### config.mk
export PLATFORM = sky130hd
export DESIGN_NAME = rpn_stack_evaluator
export DESIGN_NICKNAME = d
export VERILOG_FILES = /design/src/design/rpn_pkg.sv /design/src/design/rpn_div.sv /design/src/design/rpn_ctrl.sv /design/src/design/rpn_dpath.sv /design/src/design/rpn_stack_evaluator.sv
export SDC_FILE = /design/constraint.sdc
export NUM_CORES = 2
export LEC_CHECK = 0
export BUFFER_PORTS_ARGS = -buffer_cell sky130_fd_sc_hd__buf_2
export CELL_PAD_IN_SITES_DETAIL_PLACEMENT = 0
export CELL_PAD_IN_SITES_GLOBAL_PLACEMENT = 1
export CORE_MARGIN = 2
export CORE_UTILIZATION = 50
export CTS_CLUSTER_DIAMETER = 100
export CTS_CLUSTER_SIZE = 28
export DETAILED_ROUTE_END_ITERATION = 7
export GPL_ROUTABILITY_DRIVEN = 0
export GPL_TIMING_DRIVEN = 0
export PLACE_DENSITY_LB_ADDON = 0.1
export SETUP_SLACK_MARGIN = 0.05
export SYNTH_ARGS = -nofsm -noshare
export SYNTH_HDL_FRONTEND = slang
export SYNTH_SLANG_ARGS = --single-unit
### constraint.sdc
create_clock -name clk -period 11.6 [get_ports clk]
set_input_delay 1.16 -clock clk [delete_from_list [all_inputs] [get_ports clk]]
set_output_delay 1.16 -clock clk [all_outputs]
set_load 0.01 [all_outputs]
### src/design/rpn_pkg.sv
`default_nettype none
// ----------------------------------------------------------------------------
// rpn_pkg
// Shared types, codes and sizes of the reverse Polish stack evaluator.
// ----------------------------------------------------------------------------
package rpn_pkg;

    localparam int STACK_DEPTH = 16;
    localparam int DATA_W      = 32;
    localparam int DEPTH_W     = $clog2(STACK_DEPTH + 1);
    localparam int ADDR_W      = $clog2(STACK_DEPTH);
    localparam int CNT_W       = $clog2(DATA_W);

    // token kinds
    localparam logic [2:0] KIND_PUSH = 3'd0;
    localparam logic [2:0] KIND_ADD  = 3'd1;
    localparam logic [2:0] KIND_SUB  = 3'd2;
    localparam logic [2:0] KIND_MUL  = 3'd3;
    localparam logic [2:0] KIND_DIV  = 3'd4;

    // result status
    localparam logic [1:0] ST_OK        = 2'd0;
    localparam logic [1:0] ST_ZERO_DIV  = 2'd1;
    localparam logic [1:0] ST_UNDERFLOW = 2'd2;
    localparam logic [1:0] ST_OVERFLOW  = 2'd3;

    typedef struct packed {
        logic [2:0]        kind;
        logic signed [31:0] operand;
        logic              last_token;
    } in_t;

    typedef struct packed {
        logic signed [31:0] top_value;
        logic [4:0]        stack_depth;
        logic [1:0]        status;
        logic              expression_done;
    } out_t;

    typedef enum logic [2:0] {
        S_IDLE,
        S_DECODE,
        S_EXEC,
        S_MUL_WB,
        S_DIV_WAIT
    } ctrl_state_t;

    typedef enum logic [1:0] {
        CM_KEEP,
        CM_PUSH,
        CM_POP
    } commit_op_t;

    typedef enum logic [1:0] {
        RS_ADD,
        RS_SUB,
        RS_MUL,
        RS_DIV
    } res_sel_t;

    typedef struct packed {
        logic       load_token;
        logic       commit;
        commit_op_t op;
        res_sel_t   res_sel;
        logic [1:0] status;
        logic       mul_load;
        logic       div_start;
    } cmd_t;

    typedef struct packed {
        logic [2:0] kind;
        logic       full;
        logic       lt2;
        logic       top_zero;
        logic       div_done;
    } stat_t;

endpackage
`default_nettype wire

### src/design/rpn_div.sv
`default_nettype none
// ----------------------------------------------------------------------------
// rpn_div
// Iterative signed divider, one quotient bit per cycle, truncating to zero.
// ----------------------------------------------------------------------------
module rpn_div
    import rpn_pkg::*;
(
    input  wire logic              clk,
    input  wire logic              rst_n,
    input  wire logic              start,
    input  wire logic [DATA_W-1:0] dividend,
    input  wire logic [DATA_W-1:0] divisor,
    output logic                   done,
    output logic [DATA_W-1:0]      quotient
);

    logic              busy_reg;
    logic              done_reg;
    logic [CNT_W-1:0]  cnt_reg;
    logic              neg_reg;
    logic [DATA_W-1:0] rem_reg;
    logic [DATA_W-1:0] quo_reg;
    logic [DATA_W-1:0] den_reg;

    logic [DATA_W:0]   trial;
    logic [DATA_W:0]   diff;
    logic [DATA_W-1:0] rem_next;
    logic [DATA_W-1:0] quo_next;

    always_comb
    begin
        trial = {rem_reg, quo_reg[DATA_W-1]};
        diff  = trial - {1'b0, den_reg};
        if (!diff[DATA_W])
        begin
            rem_next = diff[DATA_W-1:0];
            quo_next = {quo_reg[DATA_W-2:0], 1'b1};
        end
        else
        begin
            rem_next = trial[DATA_W-1:0];
            quo_next = {quo_reg[DATA_W-2:0], 1'b0};
        end
    end

    always_ff @(posedge clk or negedge rst_n)
    begin
        if (!rst_n)
        begin
            busy_reg <= 1'b0;
            done_reg <= 1'b0;
            cnt_reg  <= '0;
        end
        else
        begin
            done_reg <= 1'b0;
            if (start)
            begin
                busy_reg <= 1'b1;
                cnt_reg  <= CNT_W'(DATA_W - 1);
            end
            else if (busy_reg)
            begin
                cnt_reg <= cnt_reg - 1'b1;
                if (cnt_reg == '0)
                begin
                    busy_reg <= 1'b0;
                    done_reg <= 1'b1;
                end
            end
        end
    end

    // operands as magnitudes, sign applied at the end
    always_ff @(posedge clk)
    begin
        if (start)
        begin
            neg_reg <= dividend[DATA_W-1] ^ divisor[DATA_W-1];
            quo_reg <= dividend[DATA_W-1] ? (~dividend + 1'b1) : dividend;
            den_reg <= divisor[DATA_W-1] ? (~divisor + 1'b1) : divisor;
            rem_reg <= '0;
        end
        else if (busy_reg)
        begin
            rem_reg <= rem_next;
            quo_reg <= quo_next;
        end
    end

    assign done     = done_reg;
    assign quotient = neg_reg ? (~quo_reg + 1'b1) : quo_reg;

endmodule
`default_nettype wire

### src/design/rpn_ctrl.sv
`default_nettype none
// ----------------------------------------------------------------------------
// rpn_ctrl
// Token sequencer: decodes a token, checks errors, steps the datapath.
// ----------------------------------------------------------------------------
module rpn_ctrl
    import rpn_pkg::*;
(
    input  wire logic  clk,
    input  wire logic  rst_n,
    input  wire logic  start,
    input  wire stat_t stat,
    output logic       busy,
    output cmd_t       cmd
);

    ctrl_state_t state_reg;
    ctrl_state_t state_next;

    always_ff @(posedge clk or negedge rst_n)
    begin
        if (!rst_n)
        begin
            state_reg <= S_IDLE;
        end
        else
        begin
            state_reg <= state_next;
        end
    end

    always_comb
    begin
        state_next = state_reg;
        case (state_reg)
            S_IDLE:
            begin
                if (start)
                begin
                    state_next = S_DECODE;
                end
            end
            S_DECODE:
            begin
                state_next = S_IDLE;
                if ((stat.kind inside {KIND_ADD, KIND_SUB, KIND_MUL, KIND_DIV}) && !stat.lt2
                    && !((stat.kind == KIND_DIV) && stat.top_zero))
                begin
                    state_next = S_EXEC;
                end
            end
            S_EXEC:
            begin
                case (stat.kind)
                    KIND_MUL: state_next = S_MUL_WB;
                    KIND_DIV: state_next = S_DIV_WAIT;
                    default:  state_next = S_IDLE;
                endcase
            end
            S_MUL_WB:
            begin
                state_next = S_IDLE;
            end
            S_DIV_WAIT:
            begin
                if (stat.div_done)
                begin
                    state_next = S_IDLE;
                end
            end
            default:
            begin
                state_next = S_IDLE;
            end
        endcase
    end

    always_comb
    begin
        cmd            = '0;
        cmd.op         = CM_KEEP;
        cmd.res_sel    = RS_ADD;
        cmd.status     = ST_OK;
        busy           = (state_reg != S_IDLE);
        case (state_reg)
            S_IDLE:
            begin
                cmd.load_token = start;
            end
            S_DECODE:
            begin
                case (stat.kind)
                    KIND_PUSH:
                    begin
                        cmd.commit = 1'b1;
                        if (stat.full)
                        begin
                            cmd.status = ST_OVERFLOW;
                        end
                        else
                        begin
                            cmd.op = CM_PUSH;
                        end
                    end
                    KIND_ADD, KIND_SUB, KIND_MUL, KIND_DIV:
                    begin
                        if (stat.lt2)
                        begin
                            cmd.commit = 1'b1;
                            cmd.status = ST_UNDERFLOW;
                        end
                        else if ((stat.kind == KIND_DIV) && stat.top_zero)
                        begin
                            cmd.commit = 1'b1;
                            cmd.status = ST_ZERO_DIV;
                        end
                    end
                    default:
                    begin
                        // unknown kind: report, no stack change
                        cmd.commit = 1'b1;
                    end
                endcase
            end
            S_EXEC:
            begin
                case (stat.kind)
                    KIND_ADD:
                    begin
                        cmd.commit  = 1'b1;
                        cmd.op      = CM_POP;
                        cmd.res_sel = RS_ADD;
                    end
                    KIND_SUB:
                    begin
                        cmd.commit  = 1'b1;
                        cmd.op      = CM_POP;
                        cmd.res_sel = RS_SUB;
                    end
                    KIND_MUL: cmd.mul_load  = 1'b1;
                    KIND_DIV: cmd.div_start = 1'b1;
                    default:  cmd.commit    = 1'b1;
                endcase
            end
            S_MUL_WB:
            begin
                cmd.commit  = 1'b1;
                cmd.op      = CM_POP;
                cmd.res_sel = RS_MUL;
            end
            S_DIV_WAIT:
            begin
                if (stat.div_done)
                begin
                    cmd.commit  = 1'b1;
                    cmd.op      = CM_POP;
                    cmd.res_sel = RS_DIV;
                end
            end
            default:
            begin
                cmd = '0;
            end
        endcase
    end

endmodule
`default_nettype wire

### src/design/rpn_dpath.sv
`default_nettype none
// ----------------------------------------------------------------------------
// rpn_dpath
// Stack storage, cached top entry, ALU, divider and result register.
// ----------------------------------------------------------------------------
module rpn_dpath
    import rpn_pkg::*;
(
    input  wire logic clk,
    input  wire logic rst_n,
    input  wire in_t  token,
    input  wire cmd_t cmd,
    output stat_t     stat,
    output out_t      result,
    output logic      result_valid
);

    // entries below the top live in the memory; the top is cached
    logic [DATA_W-1:0]  mem [STACK_DEPTH];
    logic [DATA_W-1:0]  nos_reg;
    logic [DATA_W-1:0]  top_reg;
    logic [DATA_W-1:0]  top_next;
    logic [DEPTH_W-1:0] depth_reg;
    logic [DEPTH_W-1:0] depth_next;
    logic [DEPTH_W-1:0] depth_store;
    logic [DATA_W-1:0]  mul_reg;
    in_t                tok_reg;
    out_t               result_reg;
    out_t               result_next;
    logic               valid_reg;

    logic [DEPTH_W-1:0] depth_m1;
    logic [DEPTH_W-1:0] depth_m2;
    logic               mem_we;
    logic [DATA_W-1:0]  alu_res;
    logic               div_done;
    logic [DATA_W-1:0]  div_q;

    assign depth_m1 = depth_reg - 1'b1;
    assign depth_m2 = depth_reg - DEPTH_W'(2);

    always_ff @(posedge clk)
    begin
        if (mem_we)
        begin
            mem[depth_m1[ADDR_W-1:0]] <= top_reg;
        end
        nos_reg <= mem[depth_m2[ADDR_W-1:0]];
    end

    rpn_div u_div (
        .clk      (clk),
        .rst_n    (rst_n),
        .start    (cmd.div_start),
        .dividend (nos_reg),
        .divisor  (top_reg),
        .done     (div_done),
        .quotient (div_q)
    );

    always_comb
    begin
        case (cmd.res_sel)
            RS_ADD:  alu_res = nos_reg + top_reg;
            RS_SUB:  alu_res = nos_reg - top_reg;
            RS_MUL:  alu_res = mul_reg;
            RS_DIV:  alu_res = div_q;
            default: alu_res = '0;
        endcase
    end

    always_comb
    begin
        top_next   = top_reg;
        depth_next = depth_reg;
        mem_we     = 1'b0;
        if (cmd.commit)
        begin
            case (cmd.op)
                CM_PUSH:
                begin
                    mem_we     = (depth_reg != '0);
                    top_next   = tok_reg.operand;
                    depth_next = depth_reg + 1'b1;
                end
                CM_POP:
                begin
                    top_next   = alu_res;
                    depth_next = depth_m1;
                end
                default:
                begin
                    top_next = top_reg;
                end
            endcase
        end
        depth_store = (cmd.commit && tok_reg.last_token) ? '0 : depth_next;

        result_next.top_value       = (depth_next != '0) ? top_next : '0;
        result_next.stack_depth     = 5'(depth_next);
        result_next.status          = cmd.status;
        result_next.expression_done = tok_reg.last_token;
    end

    always_ff @(posedge clk or negedge rst_n)
    begin
        if (!rst_n)
        begin
            depth_reg <= '0;
            valid_reg <= 1'b0;
        end
        else
        begin
            depth_reg <= depth_store;
            valid_reg <= cmd.commit;
        end
    end

    always_ff @(posedge clk)
    begin
        top_reg <= top_next;
        if (cmd.load_token)
        begin
            tok_reg <= token;
        end
        if (cmd.mul_load)
        begin
            mul_reg <= nos_reg * top_reg;
        end
        if (cmd.commit)
        begin
            result_reg <= result_next;
        end
    end

    assign stat.kind     = tok_reg.kind;
    assign stat.full     = (depth_reg >= DEPTH_W'(STACK_DEPTH));
    assign stat.lt2      = (depth_reg < DEPTH_W'(2));
    assign stat.top_zero = (top_reg == '0);
    assign stat.div_done = div_done;

    assign result       = result_reg;
    assign result_valid = valid_reg;

endmodule
`default_nettype wire

### src/design/rpn_stack_evaluator.sv
`default_nettype none
// ----------------------------------------------------------------------------
// rpn_stack_evaluator
// Reverse Polish evaluator: one token per beat, one result beat per token.
// ----------------------------------------------------------------------------
//
//  channel   ports                     handshake
//  -------   -----------------------   ------------------------------------
//  token     token (in_t)              taken on start high and busy low
//  result    result (out_t)            result_valid strobe, one cycle
//
//  Steps per token after acceptance; the result is registered at commit:
//    push, unknown kind, any error .... commit in decode
//    add, subtract .................... commit in exec
//    multiply ......................... product in exec, commit in S_MUL_WB
//    divide ........................... divider start in exec, commit in
//                                           S_DIV_WAIT once rpn_div is done
//  A new token is taken in the cycle its predecessor's result is shown.
//  Reset clears the depth and the sequencer; stack contents are not cleared.
//  The result side has no back-pressure: each beat shows exactly once.
//
//  Structure: rpn_ctrl sequences each token; rpn_dpath holds the stack
//  memory (single write, single registered read of the second entry), the
//  cached top entry, the ALU and the iterative divider rpn_div.
// ----------------------------------------------------------------------------
module rpn_stack_evaluator
    import rpn_pkg::*;
(
    input  wire logic clk,
    input  wire logic rst_n,
    input  wire logic start,
    output logic      busy,
    input  wire in_t  token,
    output out_t      result,
    output logic      result_valid
);

    cmd_t  cmd;
    stat_t stat;

    // sequencer: decode, error checks, multi-cycle op steps
    rpn_ctrl u_ctrl (
        .clk   (clk),
        .rst_n (rst_n),
        .start (start),
        .stat  (stat),
        .busy  (busy),
        .cmd   (cmd)
    );

    // storage and arithmetic
    rpn_dpath u_dpath (
        .clk          (clk),
        .rst_n        (rst_n),
        .token        (token),
        .cmd          (cmd),
        .stat         (stat),
        .result       (result),
        .result_valid (result_valid)
    );

endmodule
`default_nettype wire

==> impl_metrics.prom <==
# TYPE chip_impl_metric gauge
chip_impl_metric{name="syn-mean-instance-area",unit="um2"} 12.2
chip_impl_info{name="run_status",value="finished, violations left"} 1
chip_impl_metric{name="core",unit="um2"} 102000
chip_impl_info{name="violated_checks",value="max-capacitance violations, max-slew violations"} 1
chip_impl_metric{name="drt_iter0_markers",unit=""} 3851
chip_impl_metric{name="htree_num_levels",unit=""} 2
chip_impl_metric{name="power.density_cell_area",unit="nW/um2"} 179
chip_impl_metric{name="timing.critical_path.slowest_cell_delay",unit="ns"} 1.20
chip_impl_metric{name="final_nets",unit=""} 5002
chip_impl_metric{name="synth-edff-count",unit=""} 685
chip_impl_metric{name="met3RoutedLength",unit="um"} 12800
chip_impl_metric{name="irDropWorstVdd",unit="mV"} 0.399
chip_impl_metric{name="finalClockSkew",unit="ns"} 0.0351
chip_impl_metric{name="met2_wirelength_from_detailed_routing",unit="um"} 76800
chip_impl_metric{name="die_width",unit="um"} 325
chip_impl_metric{name="final_critical_path_time_including_i_o_delays_and_setup",unit="ns"} 9.88
chip_impl_metric{name="timing.reg2reg.worst_path_depth",unit=""} 24
chip_impl_info{name="top_layer",value="met4"} 1
chip_impl_metric{name="clk_latency",unit="ns"} 0.64
chip_impl_metric{name="fin_tns_setup",unit="ns"} 0
chip_impl_metric{name="maxClockFrequency",unit="MHz"} 101
chip_impl_metric{name="via_count",unit=""} 34100
chip_impl_metric{name="finalPower",unit="uW"} 9900
chip_impl_metric{name="timing.max_slew.rel_slack",unit="%"} -4.80
chip_impl_metric{name="yosys_register_bits",unit=""} 797
chip_impl_metric{name="cts_max_path_buffers",unit=""} 3
chip_impl_info{name="cp_cell_sequence",value="clkbuf_1 -> clkbuf_1 -> nand2_1 -> fa_1 -> fa_1 -> fa_1 -> inv_1 -> ha_1 -> ha_1 -> ha_1 -> inv_1 -> fa_1 -> inv_1 -> fa_1 -> ha_1 -> or3_1 -> o21ai_0 -> a211oi_1 -> o31ai_1 -> o21ai_0 -> nor3_1 -> o21bai_1 -> a21oi_1 -> xnor2_1"} 1
chip_impl_metric{name="syn-instance-count",unit=""} 4210
chip_impl_info{name="mostFrequentLayoutCells",value="edfxtp_1, inv_1, nand2_1"} 1
chip_impl_metric{name="setup_viol_count_final",unit=""} 0
chip_impl_metric{name="std_cell_rows",unit=""} 117
chip_impl_metric{name="vertical_extent_of_the_die",unit="um"} 325
chip_impl_metric{name="largest_reg_flops",unit=""} 512
chip_impl_info{name="critPathLaunchType",value="register"} 1
chip_impl_metric{name="grt_pass1_wl",unit="um"} 241000
chip_impl_info{name="cp_common_cell",value="fa_1"} 1
chip_impl_metric{name="clkSlewWorstSetupHoldPaths",unit="ns"} 0.12
chip_impl_metric{name="post_cts_buffers",unit=""} 0
chip_impl_metric{name="layout_worst_path_cycle_share",unit="%"} 85.1
chip_impl_info{name="reg2reg_to",value="u_dpath.mul_reg[31]"} 1
chip_impl_metric{name="grt-ovfl-total",unit=""} 0
chip_impl_metric{name="routed_via_density",unit=""} 5.93
chip_impl_metric{name="post_route_cells_drive_above_1_share",unit="%"} 8.31
chip_impl_metric{name="net_count_after_synthesis",unit=""} 4862
chip_impl_metric{name="number_of_antenna_violations_at_the_first_check_in_global_routing",unit=""} 8
chip_impl_metric{name="drt-met1-wl",unit="um"} 69000
chip_impl_metric{name="total_cts_buffers",unit=""} 37
chip_impl_metric{name="totalWireLength",unit="um"} 167000
chip_impl_info{name="endpoint_kind",value="register"} 1
chip_impl_metric{name="dp_worst_setup_slack",unit="ns"} 1.93
chip_impl_metric{name="timing.critical_path.required",unit="ns"} 11.98
chip_impl_metric{name="wl_per_cell",unit="um"} 29.0
chip_impl_metric{name="r2r_slack",unit="ns"} 1.72
chip_impl_info{name="cts_tree",value="yes"} 1
chip_impl_info{name="hold_class",value="input pin to asynchronous set/reset pin"} 1
chip_impl_info{name="critical_path.slowest_cell",value="clkbuf_1"} 1
chip_impl_metric{name="number_of_antenna_violating_nets_in_the_routed_design",unit=""} 0
chip_impl_info{name="synth_top_flop_cell",value="edfxtp_1"} 1
chip_impl_metric{name="instances_no_fill",unit=""} 5753
chip_impl_info{name="grt_setup_unrepaired",value="false"} 1
chip_impl_metric{name="power.leakage",unit="uW"} 0.0214
chip_impl_metric{name="remaining_drc_errors",unit=""} 0
chip_impl_metric{name="initial_core_util",unit="%"} 50.4
chip_impl_metric{name="setup_slack_after_layout",unit="ns"} 1.72
chip_impl_metric{name="timing.max_cap.violations",unit=""} 2
chip_impl_metric{name="gr_usage_total",unit="%"} 31.8
chip_impl_metric{name="die-area",unit="um2"} 105000
chip_impl_metric{name="grt_pass1_vias",unit=""} 34300
chip_impl_metric{name="cp.arrival",unit="ns"} 10.26
chip_impl_metric{name="ys_types",unit=""} 76
chip_impl_metric{name="synth.yosys.seq_area_share",unit="%"} 44.6
chip_impl_info{name="mostFrequentLayoutCell",value="edfxtp_1"} 1
chip_impl_metric{name="finalHoldViolCount",unit=""} 0
chip_impl_metric{name="cts.sinks",unit=""} 797
chip_impl_metric{name="crit_fanout",unit=""} 11
chip_impl_info{name="r2r-start",value="u_dpath.nos_reg[1]"} 1
chip_impl_metric{name="pin_count_of_the_biggest_net_entering_global_routing",unit=""} 39
chip_impl_metric{name="syn2layout_area_growth",unit="%"} 7.65
chip_impl_metric{name="async_flop_share",unit="%"} 2.01
chip_impl_metric{name="synthesis.yosys.warnings",unit=""} 0
chip_impl_metric{name="drt_pre_antenna_iters",unit=""} 6
chip_impl_metric{name="number_of_port_buffers",unit=""} 80
chip_impl_info{name="ctsRootBufferMaster",value="clkbuf_16"} 1
chip_impl_metric{name="post_cts_resize_count",unit=""} 0
chip_impl_metric{name="boundaryPins",unit=""} 81
chip_impl_metric{name="cts_hold_buf",unit=""} 0
chip_impl_metric{name="slew_violations",unit=""} 22
chip_impl_metric{name="tightest_slew",unit="ns"} 1.57
chip_impl_metric{name="dp_hpwl",unit="um"} 124000
chip_impl_metric{name="post_synth_instance_area",unit="um2"} 51400
chip_impl_info{name="timing.setup.critical_path_class",value="register to register"} 1
chip_impl_metric{name="dp_cells",unit=""} 5678
## through the flow
| stage | util, % | area (um2) | hold WS (ns) |
|---|---|---|---|
| finish | 54.3 | 55300 | 0.459 |
| global route | 54.3 | 55300 | 0.477 |
| CTS | 54.2 | 55200 | 0.457 |
| detailed placement | 53.0 | 54000 | 0.441 |
| global placement | 52.5 | 53500 | 0.425 |
| floorplan | - | 51400 | 0.417 |
## final cells by class
type	count	area, um2
Clock buffer	55	993
Tap cell	1368	1710
Fill cell	8865	46600
Antenna cell	6	15.0
Sequential cell	797	22900
Clock inverter	13	215
Timing Repair Buffer	101	853
Multi-Input combinational cell	2714	25900
Inverter	460	1730
Buffer	239	943
## cells by family (layout without fill, tap and decap cells)
kind of cell / Yosys count / after routing / synth area share, %
other: 0 / 6 / 0
buffers and inverters: 699 / 868 / 5.20
xor gates and xnor gates: 256 / 256 / 4.37
muxes: 172 / 172 / 7.25
and+or+nand+nor: 1115 / 1115 / 10.9
DFF: 797 / 797 / 44.6
adders and majority gates: 613 / 613 / 20.9
AOI/OAI and AO/OA: 558 / 558 / 6.76
## worst max-delay path: cells and delay by family, from the launching register on
kind / cells / cell delay [ns]
simple gates: 3 / 0.86
xor+xnor: 1 / 0.31
buf+inv: 5 / 2.37
compound gates: 6 / 2.14
fa+ha+maj: 9 / 3.19
flops: 1 / 0.75
## synthesized netlist by cell type (all sizes together), types with 13 or more instances
| cell | number | area (um2) |
|---|---|---|
| ha | 203 | 2540 |
| dfxtp | 96 | 1920 |
| o21a | 21 | 158 |
| buf | 26 | 144 |
| nand2 | 419 | 1570 |
| o221ai | 14 | 123 |
| a21oi | 157 | 786 |
| or4 | 15 | 120 |
| o21ai | 161 | 810 |
| and2 | 332 | 2080 |
| nand2b | 24 | 150 |
| o31ai | 43 | 328 |
| mux4 | 160 | 3600 |
| or3 | 23 | 144 |
| clkbuf | 213 | 800 |
| xor2 | 110 | 963 |
| nor2b | 28 | 175 |
| a211oi | 18 | 135 |
| xnor2 | 146 | 1280 |
| dfrtp | 16 | 400 |
| nor3 | 35 | 180 |
| edfxtp | 685 | 20600 |
| o41ai | 22 | 193 |
| nand3 | 31 | 155 |
| a21o | 34 | 255 |
| or2 | 13 | 81.3 |
| fa | 410 | 8210 |
| a31oi | 18 | 113 |
| inv | 460 | 1730 |
| nor2 | 142 | 533 |
## worst max-delay path by stage
stage	end	cells past startpoint	startpoint
finish	u_dpath.mul_reg[31]	24	u_dpath.nos_reg[1]
global route	u_dpath.mul_reg[31]	23	u_dpath.top_reg[5]
detailed placement	u_dpath.mul_reg[31]	23	u_dpath.top_reg[5]
global placement	u_dpath.mem[4][20]	14	u_dpath.top_reg[0]
floorplan	u_dpath.mem[10][0]	14	u_dpath.top_reg[0]
CTS	u_dpath.mul_reg[31]	23	u_dpath.top_reg[5]
## report_power, final
| part | leakage (uW) | switching [uW] | total [uW] | internal (uW) |
|---|---|---|---|---|
| sequential | 0.00741 | 80.4 | 3400 | 3320 |
| combinational | 0.0134 | 2910 | 4890 | 1980 |
| clock | 0.000578 | 947 | 1610 | 659 |
| total | 0.0214 | 3940 | 9900 | 5960 |
## routing by layer
| metal | vias to the layer above | GRT usage, % |
|---|---|---|
| li1 | 14700 | - |
| met1 | 17600 | 44.7 |
| met2 | 1465 | 50.0 |
| met3 | 331 | 4.38 |
| met4 | 0 | 13.4 |
| met5 | - | 0 |
Note: power is estimated with default switching activity, not from simulation.
